### config.mk
export PLATFORM = sky130hd
export DESIGN_NAME = apt_matrix
export DESIGN_NICKNAME = d
export VERILOG_FILES = /design/src/apt_pkg.sv /design/src/apt_matrix.sv
export SDC_FILE = /design/constraint.sdc
export NUM_CORES = 1
export LEC_CHECK = 0
export ABC_CLOCK_PERIOD_IN_PS = 3200
export BUFFER_PORTS_ARGS = -buffer_cell sky130_fd_sc_hd__buf_2
export CORE_UTILIZATION = 40
export CTS_BUF_LIST = sky130_fd_sc_hd__clkbuf_8 sky130_fd_sc_hd__clkbuf_16
export DETAILED_ROUTE_END_ITERATION = 10
export PLACE_DENSITY = 0.73
export SETUP_SLACK_MARGIN = 0.02
export SYNTH_ARGS = -nofsm -noshare
export SYNTH_HDL_FRONTEND = slang
export SYNTH_SLANG_ARGS = --single-unit
### constraint.sdc
create_clock -name i_clk -period 3.2 [get_ports i_clk]
set_input_delay 0.96 -clock i_clk [delete_from_list [all_inputs] [get_ports i_clk]]
set_output_delay 0.96 -clock i_clk [all_outputs]
set_load 0.01 [all_outputs]
### src/apt_pkg.sv
package apt_pkg;

    localparam int FRAC_BITS  = 16;
    localparam int WORD_BITS  = 32;
    localparam int FIELD_BITS = 32;

    // Stored entries and point coordinates keep at most FIELD_BITS bits.
    localparam int STORE_BITS = (WORD_BITS < FIELD_BITS) ? WORD_BITS : FIELD_BITS;
    localparam int SHIFT_BITS = 2 * STORE_BITS - FRAC_BITS;
    localparam int SUM_A      = (SHIFT_BITS > WORD_BITS) ? SHIFT_BITS : WORD_BITS;
    localparam int SUM_B      = (SUM_A > FIELD_BITS) ? SUM_A : FIELD_BITS;
    localparam int SUM_BITS   = SUM_B + 2;

    localparam int ROWS     = 3;
    localparam int COLS     = 4;
    localparam int LIN_COLS = 3;
    localparam int ENTRIES  = ROWS * COLS;
    localparam int IDX_BITS = $clog2(ENTRIES);

    localparam logic [1:0] ROW_NONE = 2'd3;

    localparam longint ONE_RAW   = 64'sd1 <<< FRAC_BITS;
    localparam longint STORE_TOP = (64'sd1 <<< (STORE_BITS - 1)) - 64'sd1;
    localparam longint ONE_VAL   = (ONE_RAW > STORE_TOP) ? STORE_TOP : ONE_RAW;
    localparam longint WORD_MAX  = (64'sd1 <<< (WORD_BITS - 1)) - 64'sd1;

    typedef logic signed [STORE_BITS-1:0] t_word;
    typedef logic signed [SHIFT_BITS-1:0] t_prod;

    localparam t_word ONE_WORD = STORE_BITS'(ONE_VAL);

    typedef logic [ENTRIES-1:0][STORE_BITS-1:0]            t_matrix;
    typedef logic [ROWS-1:0][LIN_COLS-1:0][SHIFT_BITS-1:0] t_prods;
    typedef logic [ROWS-1:0][STORE_BITS-1:0]               t_trans;

    typedef enum logic [1:0] {
        CMD_WRITE = 2'd0,
        CMD_XFORM = 2'd1,
        CMD_IDENT = 2'd2
    } t_cmd;

    typedef struct packed {
        logic       wr;
        logic       ident;
        logic [1:0] row;
        logic [1:0] col;
        t_word      value;
    } t_mat_cmd;

    function automatic t_matrix identity_matrix();
        t_matrix m;
        m = '0;
        for (int r = 0; r < ROWS; r++) begin
            m[r * COLS + r] = ONE_WORD;
        end
        return m;
    endfunction

endpackage

### src/apt_matrix.sv
module apt_matrix
    import apt_pkg::*;
(
    input  logic     i_clk,
    input  logic     i_rst_n,
    input  t_mat_cmd i_cmd,
    output t_matrix  o_matrix
);

    t_matrix               r_m;
    t_matrix               n_m;
    logic [IDX_BITS-1:0]   w_idx;

    assign w_idx = IDX_BITS'(IDX_BITS'(i_cmd.row) * IDX_BITS'(COLS) + IDX_BITS'(i_cmd.col));

    always_comb begin
        n_m = r_m;
        if (i_cmd.ident) begin
            n_m = identity_matrix();
        end else if (i_cmd.wr && i_cmd.row != ROW_NONE) begin
            n_m[w_idx] = i_cmd.value;
        end
    end

    always_ff @(posedge i_clk) begin
        if (!i_rst_n) begin
            r_m <= identity_matrix();
        end else begin
            r_m <= n_m;
        end
    end

    assign o_matrix = r_m;

`ifndef SYNTHESIS
    a_ident_loads: assert property (@(posedge i_clk) disable iff (!i_rst_n)
        i_cmd.ident |=> r_m == identity_matrix())
        else $error("identity reload did not restore the matrix");

    a_row_none_ignored: assert property (@(posedge i_clk) disable iff (!i_rst_n)
        (i_cmd.wr && !i_cmd.ident && i_cmd.row == ROW_NONE) |=> $stable(r_m))
        else $error("write to an absent row changed the matrix");

    a_write_lands: assert property (@(posedge i_clk) disable iff (!i_rst_n)
        (i_cmd.wr && !i_cmd.ident && i_cmd.row != ROW_NONE)
        |=> r_m[$past(w_idx)] == $past(i_cmd.value))
        else $error("matrix write did not land");
`endif

endmodule

==> flow_summary.json <==
{
  "status": "finished clean",
  "drv_cap": 0,
  "clk-insertion-delay-late_ns": 0.51,
  "comb_power_share_pct": 3.6,
  "p_int_w": 0.00801,
  "period_share_pct": 64.2,
  "rows": 68,
  "p_sw_w": 0.00216,
  "nNetsFinal": 1748,
  "die_y_um": 189,
  "synth_area_um2": 14000,
  "io_buffers": 423,
  "synthTopCellsByCount": "nand2_1, dfxtp_1, mux2i_1",
  "ios": 424,
  "cts_tree": "done",
  "crit_path_max_incr_delay_ns": 0.47,
  "end_kind": "register",
  "synth_edf_count": 0,
  "cts_root_buf": "clkbuf_16",
  "first_pass_iters": 5,
  "ys_warn_count": 0,
  "final.setup_skew_ns": 0,
  "synthFlopType": "dfxtp_1",
  "num_vias": 10700,
  "yosysSeqAreaShare_pct": 55.1,
  "areaGrowthSynthToFinish_pct": 27.2,
  "hold_class": "reg2reg",
  "cts_sinks": 384,
  "peakVddDrop_mv": 0.475,
  "final-setup-viol-count": 0,
  "synth_top_area_cell": "dfxtp_1",
  "post_cts_buffers": 0,
  "grt_pass1_wl_mm": 61.3,
  "core_um2": 34500,
  "setup_tns_ns": 0,
  "avgSynthCellArea_um2": 10.5,
  "fin_cells": 2196,
  "worstSetupPathType": "in2reg",
  "hold_viol": 0,
  "grt_max_degree": 102,
  "clkPwrFrac_pct": 49.1,
  "p_seq_share_pct": 47.3,
  "path_clk_slew_ns": 0.06,
  "p_per_area_nw_per_um2": 573,
  "swShare_pct": 21.2,
  "max_freq_mhz": 487,
  "cts_resized": 0,
  "required_ns": 3.63,
  "wl_mm": 41.1,
  "synthArstFlopShare_pct": 0,
  "critPathLaunchType": "input port",
  "drive_above_1_share_pct": 31.2,
  "post_drt_via_cell_ratio": 4.88,
  "synth_nets": 1365,
  "grt_setup_unrepaired": "no",
  "postCtsHoldBufs": 0,
  "ys_types": 19,
  "path_cells": "buf_2 > nor2b_4 > buf_12 > nand2_1 > mux2i_1",
  "drtAntennaViolNets": 0,
  "gp_congestion": 0.807,
  "first_global_vias": 10600,
  "dp_hpwl_mm": 28.2,
  "p_leak_nw": 10.2,
  "die_area_um2": 35600,
  "grtUsageTotal_pct": 22.2,
  "fill_cells": 3152,
  "r2r_slack_ns": 2.50,
  "multi_input_area_um2": 5570,
  "crit_path_max_fanout": 101,
  "place_inst": 2121,
  "overflow": 0,
  "avgRoutedWirePerCell_um": 18.7,
  "min_period_ns": 2.05,
  "largest_register_ffs": 384,
  "drc": 0,
  "start_util_pct": 40.5,
  "final_max_slew_viol_count": 0,
  "synth_top_area_share_pct": 55.1,
  "slew_headroom_pct": 55.8,
  "yosys.cell_count.top_type": "nand2_1",
  "ctsLongestPathBuffers": 3,
  "arrival_ns": 2.49,
  "syn-instance-count": 1325,
  "regArea_um2": 7690,
  "die_x_um": 189,
  "cpMaxStageDelayCell": "nand2_1",
  "drt-initial-drc-count": 439,
  "cts_buffers": 40,
  "yosys-top-cells-area": "dfxtp_1, mux2i_1, nand2_1",
  "tightest_slew_ns": 0.660,
  "cts_htree_levels": 2,
  "antenna_found_initial": 3,
  "ys_ff_latch": 384
}
cell type report:
class / instances / area share, %
flip-flops and latches: 384 / 43.3
clock inverters: 19 / 1.44
repair buffers: 459 / 13.9
diodes: 3 / 0.0423
multi-input cells: 823 / 31.4
well taps: 455 / 3.21
clock buffers: 53 / 6.71
layer usage:
metal / GRT usage, % / part of all wire, % / wire length, um
met4: 8.75 / 3.5 / 1440
met1: 26.0 / 41 / 17000
met5: 0 / 0 / 0
met3: 6.41 / 7.2 / 2980
met2: 37.9 / 48 / 19700
placed cells by master, fill, tap and decap left out, drive strengths merged:
| master | count |
|---|---|
| and2 | 1 |
| nor3b | 1 |
| nand2b | 1 |
| and3 | 1 |
| a211oi | 1 |
| nand2 | 425 |
| a21oi | 1 |
| inv | 5 |
| nor2 | 4 |
| dfxtp | 384 |
| mux2i | 383 |
| nor2b | 3 |
| clkbuf | 53 |
| clkinvlp | 1 |
| bufinv | 6 |
| diode | 3 |
| buf | 459 |
| and3b | 2 |
| clkinv | 7 |
final timing paths:
path	from	end	depth (start not counted)
min	o_matrix[376]	o_matrix[376]	2
min reg2reg	o_matrix[376]	o_matrix[376]	2
max	i_rst_n	o_matrix[131]	5
max reg2reg	o_matrix[16]	o_matrix[16]	2
power by group through the flow:
| stage | clock network [W] | logic (W) | registers, W |
|---|---|---|---|
| after floorplan | 0 | 0.000227 | 0.00493 |
| after global placement | 0 | 0.000360 | 0.00492 |
| after detailed placement | 0 | 0.000364 | 0.00492 |
| after CTS | 0.00508 | 0.000365 | 0.00481 |
| after global routing | 0.00526 | 0.000387 | 0.00481 |
| final | 0.00499 | 0.000362 | 0.00481 |
worst max-delay path, delay by kind of cell:
kind / cells / cell delay (ns)
buffers and inverters: 2 / 0.45
AND/OR/NAND/NOR: 2 / 0.67
multiplexers: 1 / 0.29
through the flow:
| step | instance area, um^2 | util, % | worst slack [ns] | total power (W) | hold slack (ns) |
|---|---|---|---|---|---|
| 2_1_floorplan | 14000 | - | 1.28 | 0.00516 | 0.479 |
| 3_3_place_gp | 16300 | 47.3 | 0.641 | 0.00528 | 0.440 |
| 3_5_place_dp | 16300 | 47.3 | 0.618 | 0.00528 | 0.446 |
| 4_1_cts | 17700 | 51.5 | 1.14 | 0.0103 | 0.457 |
| 5_1_grt | 17700 | 51.5 | 1.07 | 0.0105 | 0.464 |
| 6_report | 17700 | 51.5 | 1.15 | 0.0102 | 0.455 |
cells by family (layout without fill, tap and decap cells):
family	Yosys count	after routing	share of synthesized area [%]
and+or+nand+nor	438	438	12.3
buffers and inverters	118	531	5.04
DFF	384	384	55.1
AOI/OAI and AO/OA	2	2	0.0897
muxes	383	383	27.5
other	0	3	0
(Power assumes the default switching activity.)
