**src/apt_pkg.sv**
```systemverilog
package apt_pkg;

    localparam int FRAC_BITS  = 16;
    localparam int WORD_BITS  = 32;
    localparam int FIELD_BITS = 32;

    // Stored entries and point coordinates keep at most FIELD_BITS bits.
    localparam int STORE_BITS = (WORD_BITS < FIELD_BITS) ? WORD_BITS : FIELD_BITS;
    localparam int SHIFT_BITS = 2 * STORE_BITS - FRAC_BITS;
    localparam int SUM_A      = (SHIFT_BITS > WORD_BITS) ? SHIFT_BITS : WORD_BITS;
    localparam int SUM_B      = (SUM_A > FIELD_BITS) ? SUM_A : FIELD_BITS;
    localparam int SUM_BITS   = SUM_B + 2;

    localparam int ROWS     = 3;
    localparam int COLS     = 4;
    localparam int LIN_COLS = 3;
    localparam int ENTRIES  = ROWS * COLS;
    localparam int IDX_BITS = $clog2(ENTRIES);

    localparam logic [1:0] ROW_NONE = 2'd3;

    localparam longint ONE_RAW   = 64'sd1 <<< FRAC_BITS;
    localparam longint STORE_TOP = (64'sd1 <<< (STORE_BITS - 1)) - 64'sd1;
    localparam longint ONE_VAL   = (ONE_RAW > STORE_TOP) ? STORE_TOP : ONE_RAW;
    localparam longint WORD_MAX  = (64'sd1 <<< (WORD_BITS - 1)) - 64'sd1;

    typedef logic signed [STORE_BITS-1:0] t_word;
    typedef logic signed [SHIFT_BITS-1:0] t_prod;

    localparam t_word ONE_WORD = STORE_BITS'(ONE_VAL);

    typedef logic [ENTRIES-1:0][STORE_BITS-1:0]            t_matrix;
    typedef logic [ROWS-1:0][LIN_COLS-1:0][SHIFT_BITS-1:0] t_prods;
    typedef logic [ROWS-1:0][STORE_BITS-1:0]               t_trans;

    typedef enum logic [1:0] {
        CMD_WRITE = 2'd0,
        CMD_XFORM = 2'd1,
        CMD_IDENT = 2'd2
    } t_cmd;

    typedef struct packed {
        logic       wr;
        logic       ident;
        logic [1:0] row;
        logic [1:0] col;
        t_word      value;
    } t_mat_cmd;

    function automatic t_matrix identity_matrix();
        t_matrix m;
        m = '0;
        for (int r = 0; r < ROWS; r++) begin
            m[r * COLS + r] = ONE_WORD;
        end
        return m;
    endfunction

endpackage

```
**src/apt_accum.sv**
```systemverilog
module apt_accum
    import apt_pkg::*;
(
    input  logic                    i_clk,
    input  logic                    i_rst_n,
    input  logic                    i_valid,
    output logic                    o_ready,
    input  t_prods                  i_prod,
    input  t_trans                  i_trans,
    input  logic                    i_stall,
    output logic                    o_valid,
    output logic signed [FIELD_BITS-1:0] o_x,
    output logic signed [FIELD_BITS-1:0] o_y,
    output logic signed [FIELD_BITS-1:0] o_z,
    output logic                    o_saturated
);

    localparam logic signed [SUM_BITS-1:0] SUM_HI = SUM_BITS'(WORD_MAX);
    localparam logic signed [SUM_BITS-1:0] SUM_LO = -SUM_HI - SUM_BITS'(1);

    logic                          r_valid;
    logic [ROWS-1:0][FIELD_BITS-1:0] r_res;
    logic                          r_sat;
    logic signed [SUM_BITS-1:0]    w_sum   [ROWS];
    logic signed [SUM_BITS-1:0]    w_clamp [ROWS];
    logic [ROWS-1:0]               w_hit;
    logic                          w_take;

    always_comb begin
        for (int r = 0; r < ROWS; r++) begin
            w_sum[r] = SUM_BITS'($signed(i_trans[r]))
                     + SUM_BITS'($signed(i_prod[r][0]))
                     + SUM_BITS'($signed(i_prod[r][1]))
                     + SUM_BITS'($signed(i_prod[r][2]));
            w_hit[r]   = 1'b1;
            w_clamp[r] = w_sum[r];
            if (w_sum[r] > SUM_HI) begin
                w_clamp[r] = SUM_HI;
            end else if (w_sum[r] < SUM_LO) begin
                w_clamp[r] = SUM_LO;
            end else begin
                w_hit[r] = 1'b0;
            end
        end
    end

    assign o_ready = !r_valid || !i_stall;
    assign w_take  = i_valid && o_ready;

    always_ff @(posedge i_clk) begin
        if (!i_rst_n) begin
            r_valid <= 1'b0;
        end else if (o_ready) begin
            r_valid <= i_valid;
        end
    end

    always_ff @(posedge i_clk) begin
        if (w_take) begin
            for (int r = 0; r < ROWS; r++) begin
                r_res[r] <= w_clamp[r][FIELD_BITS-1:0];
            end
            r_sat <= |w_hit;
        end
    end

    assign o_valid     = r_valid;
    assign o_x         = r_res[0];
    assign o_y         = r_res[1];
    assign o_z         = r_res[2];
    assign o_saturated = r_sat;

endmodule

```
**config.mk**
```make
export PLATFORM = sky130hd
export DESIGN_NAME = apt_accum
export DESIGN_NICKNAME = d
export VERILOG_FILES = /design/src/apt_pkg.sv /design/src/apt_accum.sv
export SDC_FILE = /design/constraint.sdc
export NUM_CORES = 1
export LEC_CHECK = 0
export BUFFER_PORTS_ARGS = -buffer_cell sky130_fd_sc_hd__buf_2
export CAP_MARGIN = 20
export CORE_AREA = 2 2 245 247
export DETAILED_ROUTE_END_ITERATION = 10
export DIE_AREA = 0 0 247 249
export PLACE_DENSITY = 0.71
export SLEW_MARGIN = 20
export SYNTH_ARGS = -nofsm -noshare
export SYNTH_HDL_FRONTEND = slang
export SYNTH_SLANG_ARGS = --single-unit
```
**constraint.sdc**
```tcl
create_clock -name i_clk -period 4.9 [get_ports i_clk]
set_input_delay 0.735 -clock i_clk [delete_from_list [all_inputs] [get_ports i_clk]]
set_output_delay 0.735 -clock i_clk [all_outputs]
set_load 0.05 [all_outputs]
```
==> run metrics, run 1 <==
worst setup margin=-0.307 ns; dpl cells=4464; failing checks=setup timing; Critical-path top delay cell=fa_1; vias=22600; nets@finish=4733; synth unique cells=100; fin. max-slew vios=0; utilization after layout=0.555; initial core utilization=0.373; root buffer cell=clkbuf_16; routed length per placed instance=17.0 um; vias in the first global route=23600; WP buf/inv=5; Pre-antenna DRT Iters=5; 1st-iter DRT viols=1264; total of max-cap violations=0; Period minus WS final=5.21 ns; FILL cells=5198; peak supply drop=0.474 mV; Hold Crit Class=reg2reg; Worst Setup Start Kind=input pin; placed wire-length estimate=63900 um; slew of the pin with the lowest slew margin=0.678 ns; Syn Inst Count=2627; Largest stage delay, worst path=0.53 ns; die span in x=247 um; final antenna-violating net count=0; core area=58700 um2; DRC viols=0; multi-input logic area=17600 um2; DIE AREA=61500 um2; critical path's top delay family=simple AND/OR/NAND/NOR gates; Placement Setup Slack=-1.05 ns; synthesized area=21900 um2; P&R area growth vs syn=48.7%; Mapped Nets=3597; #FFs+latches synth=98; sequential area share after synthesis=0.134; initial antenna violation count=3; Hold WS=0.534 ns; kind of critical path=in2reg; FMAX=0.192 GHz; Async SR Flop Fraction=0; Crit path required time=5.15 ns; RD Place Congestion=0.934; Final Hold Viols=0; Slew HR=0.546; Leak=16.8 nW; CP Capture Type=flop; Pwr Density=547 nW/um2; DP Area=30000 um2; CTS tree=yes; Vias/cell=4.97; grt total ovfl=0; crit share post-route=1.06; CP Cell Sequence=buf_2, inv_1, fa_1, fa_1, inv_1, ha_1, nand2_1, buf_4, or3_1, nor4_2, o311a_1, nor2_1, nor3_2, mux2i_1, nand4_1, nor4_4, a41o_4, buf_12, a21o_1; H-tree depth=3; Total Wirelength=77400 um; Top FF cell, synth=edfxtp_1; Worst-path clk slew=0.08 ns; Layout Cells excl Fill=4542; hold_buf cts=0; Finish-stage setup viols=94; clock sink count=98; Worst-Skew Late Latency=0.39 ns; Die Y=249 um; Tot GR Track Use=0.246; I/O Pins=631; unrepaired setup endpoints after global routing=true; Setup Skew=0.0115 ns; CP arrival=5.46 ns; Sequential cell area=2930 um2; PortBufs=630; YS warnings=0; layout cells sized above 1=0.415; largest fanout on the critical path=14; number of flops mapped to enable cells by yosys=97; num rows=89; largest net degree at the start of global routing=44; status=finished with violations; total CTS buffers=9; mean post-synth cell area=8.33 um2; Finished Cell Area=32600 um2; Bufs on Longest Clock Path=2; first-pass GRT wire length=120000 um
[per-stage QoR]
stage          setup TNS, ns  total power, W
2_1_floorplan         -11.02         0.00983
3_3_place_gp          -67.84          0.0145
3_5_place_dp          -73.38          0.0146
4_1_cts               -11.48          0.0171
5_1_grt               -28.92          0.0190
6_report              -14.66          0.0178
[sequential cells by signal (all words and copies together) (netlist names)]
register     cells
o_x             32
o_y             32
o_z             32
o_saturated      1
o_valid          1
[final cells by class]
cell class	count	area share
multi-input cells	1750	0.542
diodes	1	0.0000769
clock inverters	7	0.00277
inverters	698	0.0815
clock buffers	9	0.00692
flip-flops and latches	98	0.0901
well taps	773	0.0297
repair buffers	1206	0.247
[cells in the mapped netlist (32+ instances only)]
library cell	n	area (um2)
inv_1	697	2620
fa_1	291	5830
a21oi_1	197	986
nand2_1	151	567
ha_1	147	1840
nor2_1	109	409
edfxtp_1	97	2910
a21o_1	90	676
o21ai_0	83	415
xnor2_1	61	534
xor2_1	57	499
nand3_1	42	210
nor3_1	38	190
clkbuf_1	36	135
nand4_1	35	219
o21ai_2	33	289
and2_1	32	200
[final timing paths]
path | start | end | slack, ns | cells after the start
max | i_prod[160] | o_y[13]$_SDFFCE_PN1P_ | -0.31 | 19
min | o_valid$_SDFFE_PN0N_ | o_valid$_SDFFE_PN0N_ | 0.53 | 2
max reg2reg | o_valid$_SDFFE_PN0N_ | o_z[12]$_SDFFCE_PN1P_ | 3.23 | 3
min reg2reg | o_valid$_SDFFE_PN0N_ | o_valid$_SDFFE_PN0N_ | 0.53 | 2
[cell usage in the layout (no fill, tap or decap), types with 12 or more instances in the layout]
cell type  netlist  layout
and2_1          32      31
o211ai_1        17      17
xor2_1          57      54
buf_12           0      16
nand4_1         35      35
nor2_1         109      99
o21bai_1        28      26
ha_1           147     100
nor2b_1         15      12
a21o_1          90      90
o21ai_1         19      23
o21ai_0         83      65
ha_4             0      38
xnor2_1         61      55
o21a_1          19      19
and3_1          18      17
nor3_1          38      29
a21oi_2          2      47
buf_4            4     527
a21oi_4          2      13
nand3_1         42      40
a21oi_1        197     141
buf_6           10      27
mux2i_1         14      14
edfxtp_1        97      97
fa_1           291     280
or3_1           15      13
o21ai_2         33      42
inv_2            1      23
buf_2           28     620
inv_1          697     667
nand2_1        151     143
[power by group]
part	total [W]	switching [W]	leakage [nW]	internal (W)
clock network	0.000843	0.000429	0.157	0.000414
logic	0.0152	0.00839	15.7	0.00683
registers	0.00174	0.000159	0.927	0.00158
[routing by layer]
layer  vias up  track usage  share of wire
li1      10900            -              -
met1     10700        0.309           0.41
met2       841        0.425           0.49
met3       153       0.0292          0.063
met4         2        0.104          0.044
met5         -            0       0.000090
[worst reg2reg max path, delay by kind of cell, from the launching register on]
family	cells	cell delay [ns]
buffers and inverters	1	0.57
AND/OR/NAND/NOR	2	0.36
flip-flops	1	0.32
[timing repair]
action / in CTS / in global routing
pin swaps: 92 / 79
endpoints found under the hold margin: 0 / 0
endpoints found under the setup margin: 94 / 95
gates cloned: 11 / 2
resized for setup: 185 / 144
setup buffers: 46 / 15
[logic make-up after synthesis]
family / synth area share
xor+xnor: 0.0472
mux: 0.00743
compound gates: 0.195
simple gates: 0.127
buf+inv: 0.139
flops: 0.134
fa+ha+maj: 0.350
(Power assumes the default switching activity.)
==> run 2: changes to the inputs <==
==> constraint.sdc (replaced) <==
create_clock -name i_clk -period 4.9 [get_ports i_clk]
set_input_delay 0.245 -clock i_clk [delete_from_list [all_inputs] [get_ports i_clk]]
set_output_delay 0.245 -clock i_clk [all_outputs]
set_load 0.05 [all_outputs]
==> run metrics, run 2 (synthesized netlist as in run 1, its figures left out) <==
Tot GR Track Use=0.226 (-0.0205); vias in the first global route=21800 (-7.6%); Worst Setup Start Kind=input pin; total of max-cap violations=0 (unchanged); initial core utilization=0.373 (unchanged); Placement Setup Slack=-0.665 ns (+0.382 ns); root buffer cell=clkbuf_16; FILL cells=5551 (+6.8%); Setup Skew=0.00430 ns (-0.00719 ns); nets@finish=4547 (-3.9%); dpl cells=4326 (-3.1%); initial antenna violation count=2 (-1); fin. max-slew vios=0 (unchanged); largest net degree at the start of global routing=60 (+36%); Period minus WS final=4.84 ns (-0.372 ns); DIE AREA=61500 um2 (unchanged); Pwr Density=520 nW/um2 (-4.9%); Worst-path clk slew=0.08 ns (about the same); multi-input logic area=16500 um2 (-6.7%); Int Pwr=0.00737 W (-16%); clock sink count=98 (unchanged); Leak=15.6 nW (-7.0%); Die Y=249 um (unchanged); highest-count cells in the layout ignoring fill and taps=inv_1 (690), buf_2 (629), buf_4 (378); num rows=89 (unchanged); largest fanout on the critical path=8 (-6); FMAX=0.207 GHz (+7.7%); Comb power frac=0.833 (-0.022); P&R area growth vs syn=34.8%; placed wire-length estimate=61800 um (-3.3%); die span in x=247 um (unchanged); first-pass GRT wire length=110000 um (-8.1%); slew of the pin with the lowest slew margin=0.960 ns (+0.282 ns); hold_buf cts=0 (unchanged); Pre-antenna DRT Iters=7 (+2); status=finished, final reports clean; Sequential cell area=2930 um2 (unchanged); clock share of power=0.054 (+0.007); H-tree depth=3 (unchanged); Total Power=0.0153 W (-14%); Flop pwr share=0.114 (+0.016); core area=58700 um2 (unchanged); cells on worst reg2reg path=3 (unchanged); most common cell after layout, fill and taps aside=inv_1; unrepaired setup endpoints after global routing=true; PortBufs=630 (unchanged); Hold WS=0.0758 ns (-0.459 ns); R2R Path End=o_z[23]$_SDFFCE_PN1P_; Hold Crit Class=in2reg; kind of critical path=in2reg; Layout Cells excl Fill=4354 (-4.1%); ANT cells=0 (-1); Bufs on Longest Clock Path=2 (unchanged); Finish-stage setup viols=0 (-100%); Total Wirelength=70900 um (-8.4%); grt total ovfl=0 (unchanged); 1st-iter DRT viols=1021 (-19%); Worst-Skew Late Latency=0.38 ns (about the same); utilization after layout=0.503 (-0.0518); Final Hold Viols=0 (unchanged); CP arrival=4.97 ns (-0.49 ns); layout cells sized above 1=0.334 (-0.0811); sw frac=0.520 (+0.0152); peak supply drop=0.441 mV (-7.0%); Net Switching=0.00797 W (-11%); routed length per placed instance=16.3 um (-4.4%); r2r startpoint=o_valid$_SDFFE_PN0N_; worst hold start=i_rst_n; crit share post-route=0.987 (-0.0760); CTS tree=yes; Slew HR=0.360 (-0.186); Hold Path Stages=2 (unchanged); I/O Pins=631 (unchanged); hold path endpoint=o_valid$_SDFFE_PN0N_; worst setup margin=0.0648 ns (+0.372 ns); DRC viols=0 (unchanged); RD Place Congestion=0.934 (about the same); final antenna-violating net count=0 (unchanged); total CTS buffers=9 (unchanged); Vias/cell=4.94 (-0.66%); Crit path required time=5.04 ns (-0.11 ns); vias=21500 (-4.8%); CP Capture Type=flop; setup slack, reg-to-reg=2.72 ns (-0.51 ns)
[run 2: cell count changes in the layout (fill, tap and decap cells not counted), sizes merged]
cell,previous run,this run
clkinv,0,3
bufinv,1,2
diode,1,0
inv,704,699
buf,1204,1018
[run 2: through the flow]
step | instance area, um2 | setup TNS [ns]
after floorplan | 21900 | 0
after global placement | 28500 | -32.43
after detailed placement | 28500 | -38.45
after CTS | 28900 | 0
after global routing | 29500 | -0.351
final | 29500 | 0
[run 2: how the worst max path moves through the flow]
stage                      from                    end  slack (ns)  depth (start not counted)
floorplan            i_prod[34]  o_saturated$_DFFE_PP_        0.07                         18
global placement    i_prod[147]  o_saturated$_DFFE_PP_       -0.66                         19
detailed placement  i_prod[147]  o_saturated$_DFFE_PP_       -0.66                         19
CTS                  i_prod[98]  o_saturated$_DFFE_PP_       0.005                         21
global route          i_prod[2]  o_saturated$_DFFE_PP_       -0.08                         19
finish               i_prod[99]  o_x[15]$_SDFFCE_PN1P_        0.06                         19
[run 2: critical path: stages]
cell,delay [ns]
buf_2,0.07
inv_1,0.05
fa_1,0.50
fa_1,0.51
inv_1,0.08
ha_4,0.25
nor2b_2,0.16
o31a_1,0.35
o21ai_4,0.22
a21oi_4,0.12
o31a_1,0.37
or2_4,0.27
a41o_1,0.19
or3_1,0.31
or4_4,0.58
o31ai_4,0.24
buf_6,0.19
clkbuf_16,0.19
o21ai_2,0.06
[run 2: per-layer routing]
metal | vias up | GRT usage | wire length, um
met3 | 99 | 0.0410 | 4730
met5 | - | 0 | 30
li1 | 10500 | - | -
met1 | 10200 | 0.286 | 29800
met2 | 723 | 0.385 | 34200
met4 | 4 | 0.0745 | 2160
[run 2: power by group through the flow]
stage	clock, W	sequential, W	combinational (W)
final	0.000824	0.00174	0.0128
after CTS	0.000855	0.00174	0.0123
after detailed placement	0	0.00175	0.0121
after floorplan	0	0.00310	0.00640
after global routing	0.000874	0.00178	0.0139
after global placement	0	0.00176	0.0120
[run 2: cell type report]
| class | instances | area share |
|---|---|---|
| Multi-Input combinational cell | 1750 | 0.558 |
| Timing Repair Buffer | 1020 | 0.211 |
| Sequential cell | 98 | 0.0994 |
| Inverter | 698 | 0.0888 |
| Tap cell | 773 | 0.0328 |
| Clock buffer | 9 | 0.00763 |
| Clock inverter | 6 | 0.00305 |
[run 2: what timing repair did]
| item | 4_1_cts | 5_1_grt |
|---|---|---|
| setup endpoints to repair | 32 | 94 |
| buffers inserted | 1 | 10 |
| pin swaps | 9 | 49 |
| gates cloned | 0 | 3 |
| gates resized for setup | 18 | 93 |
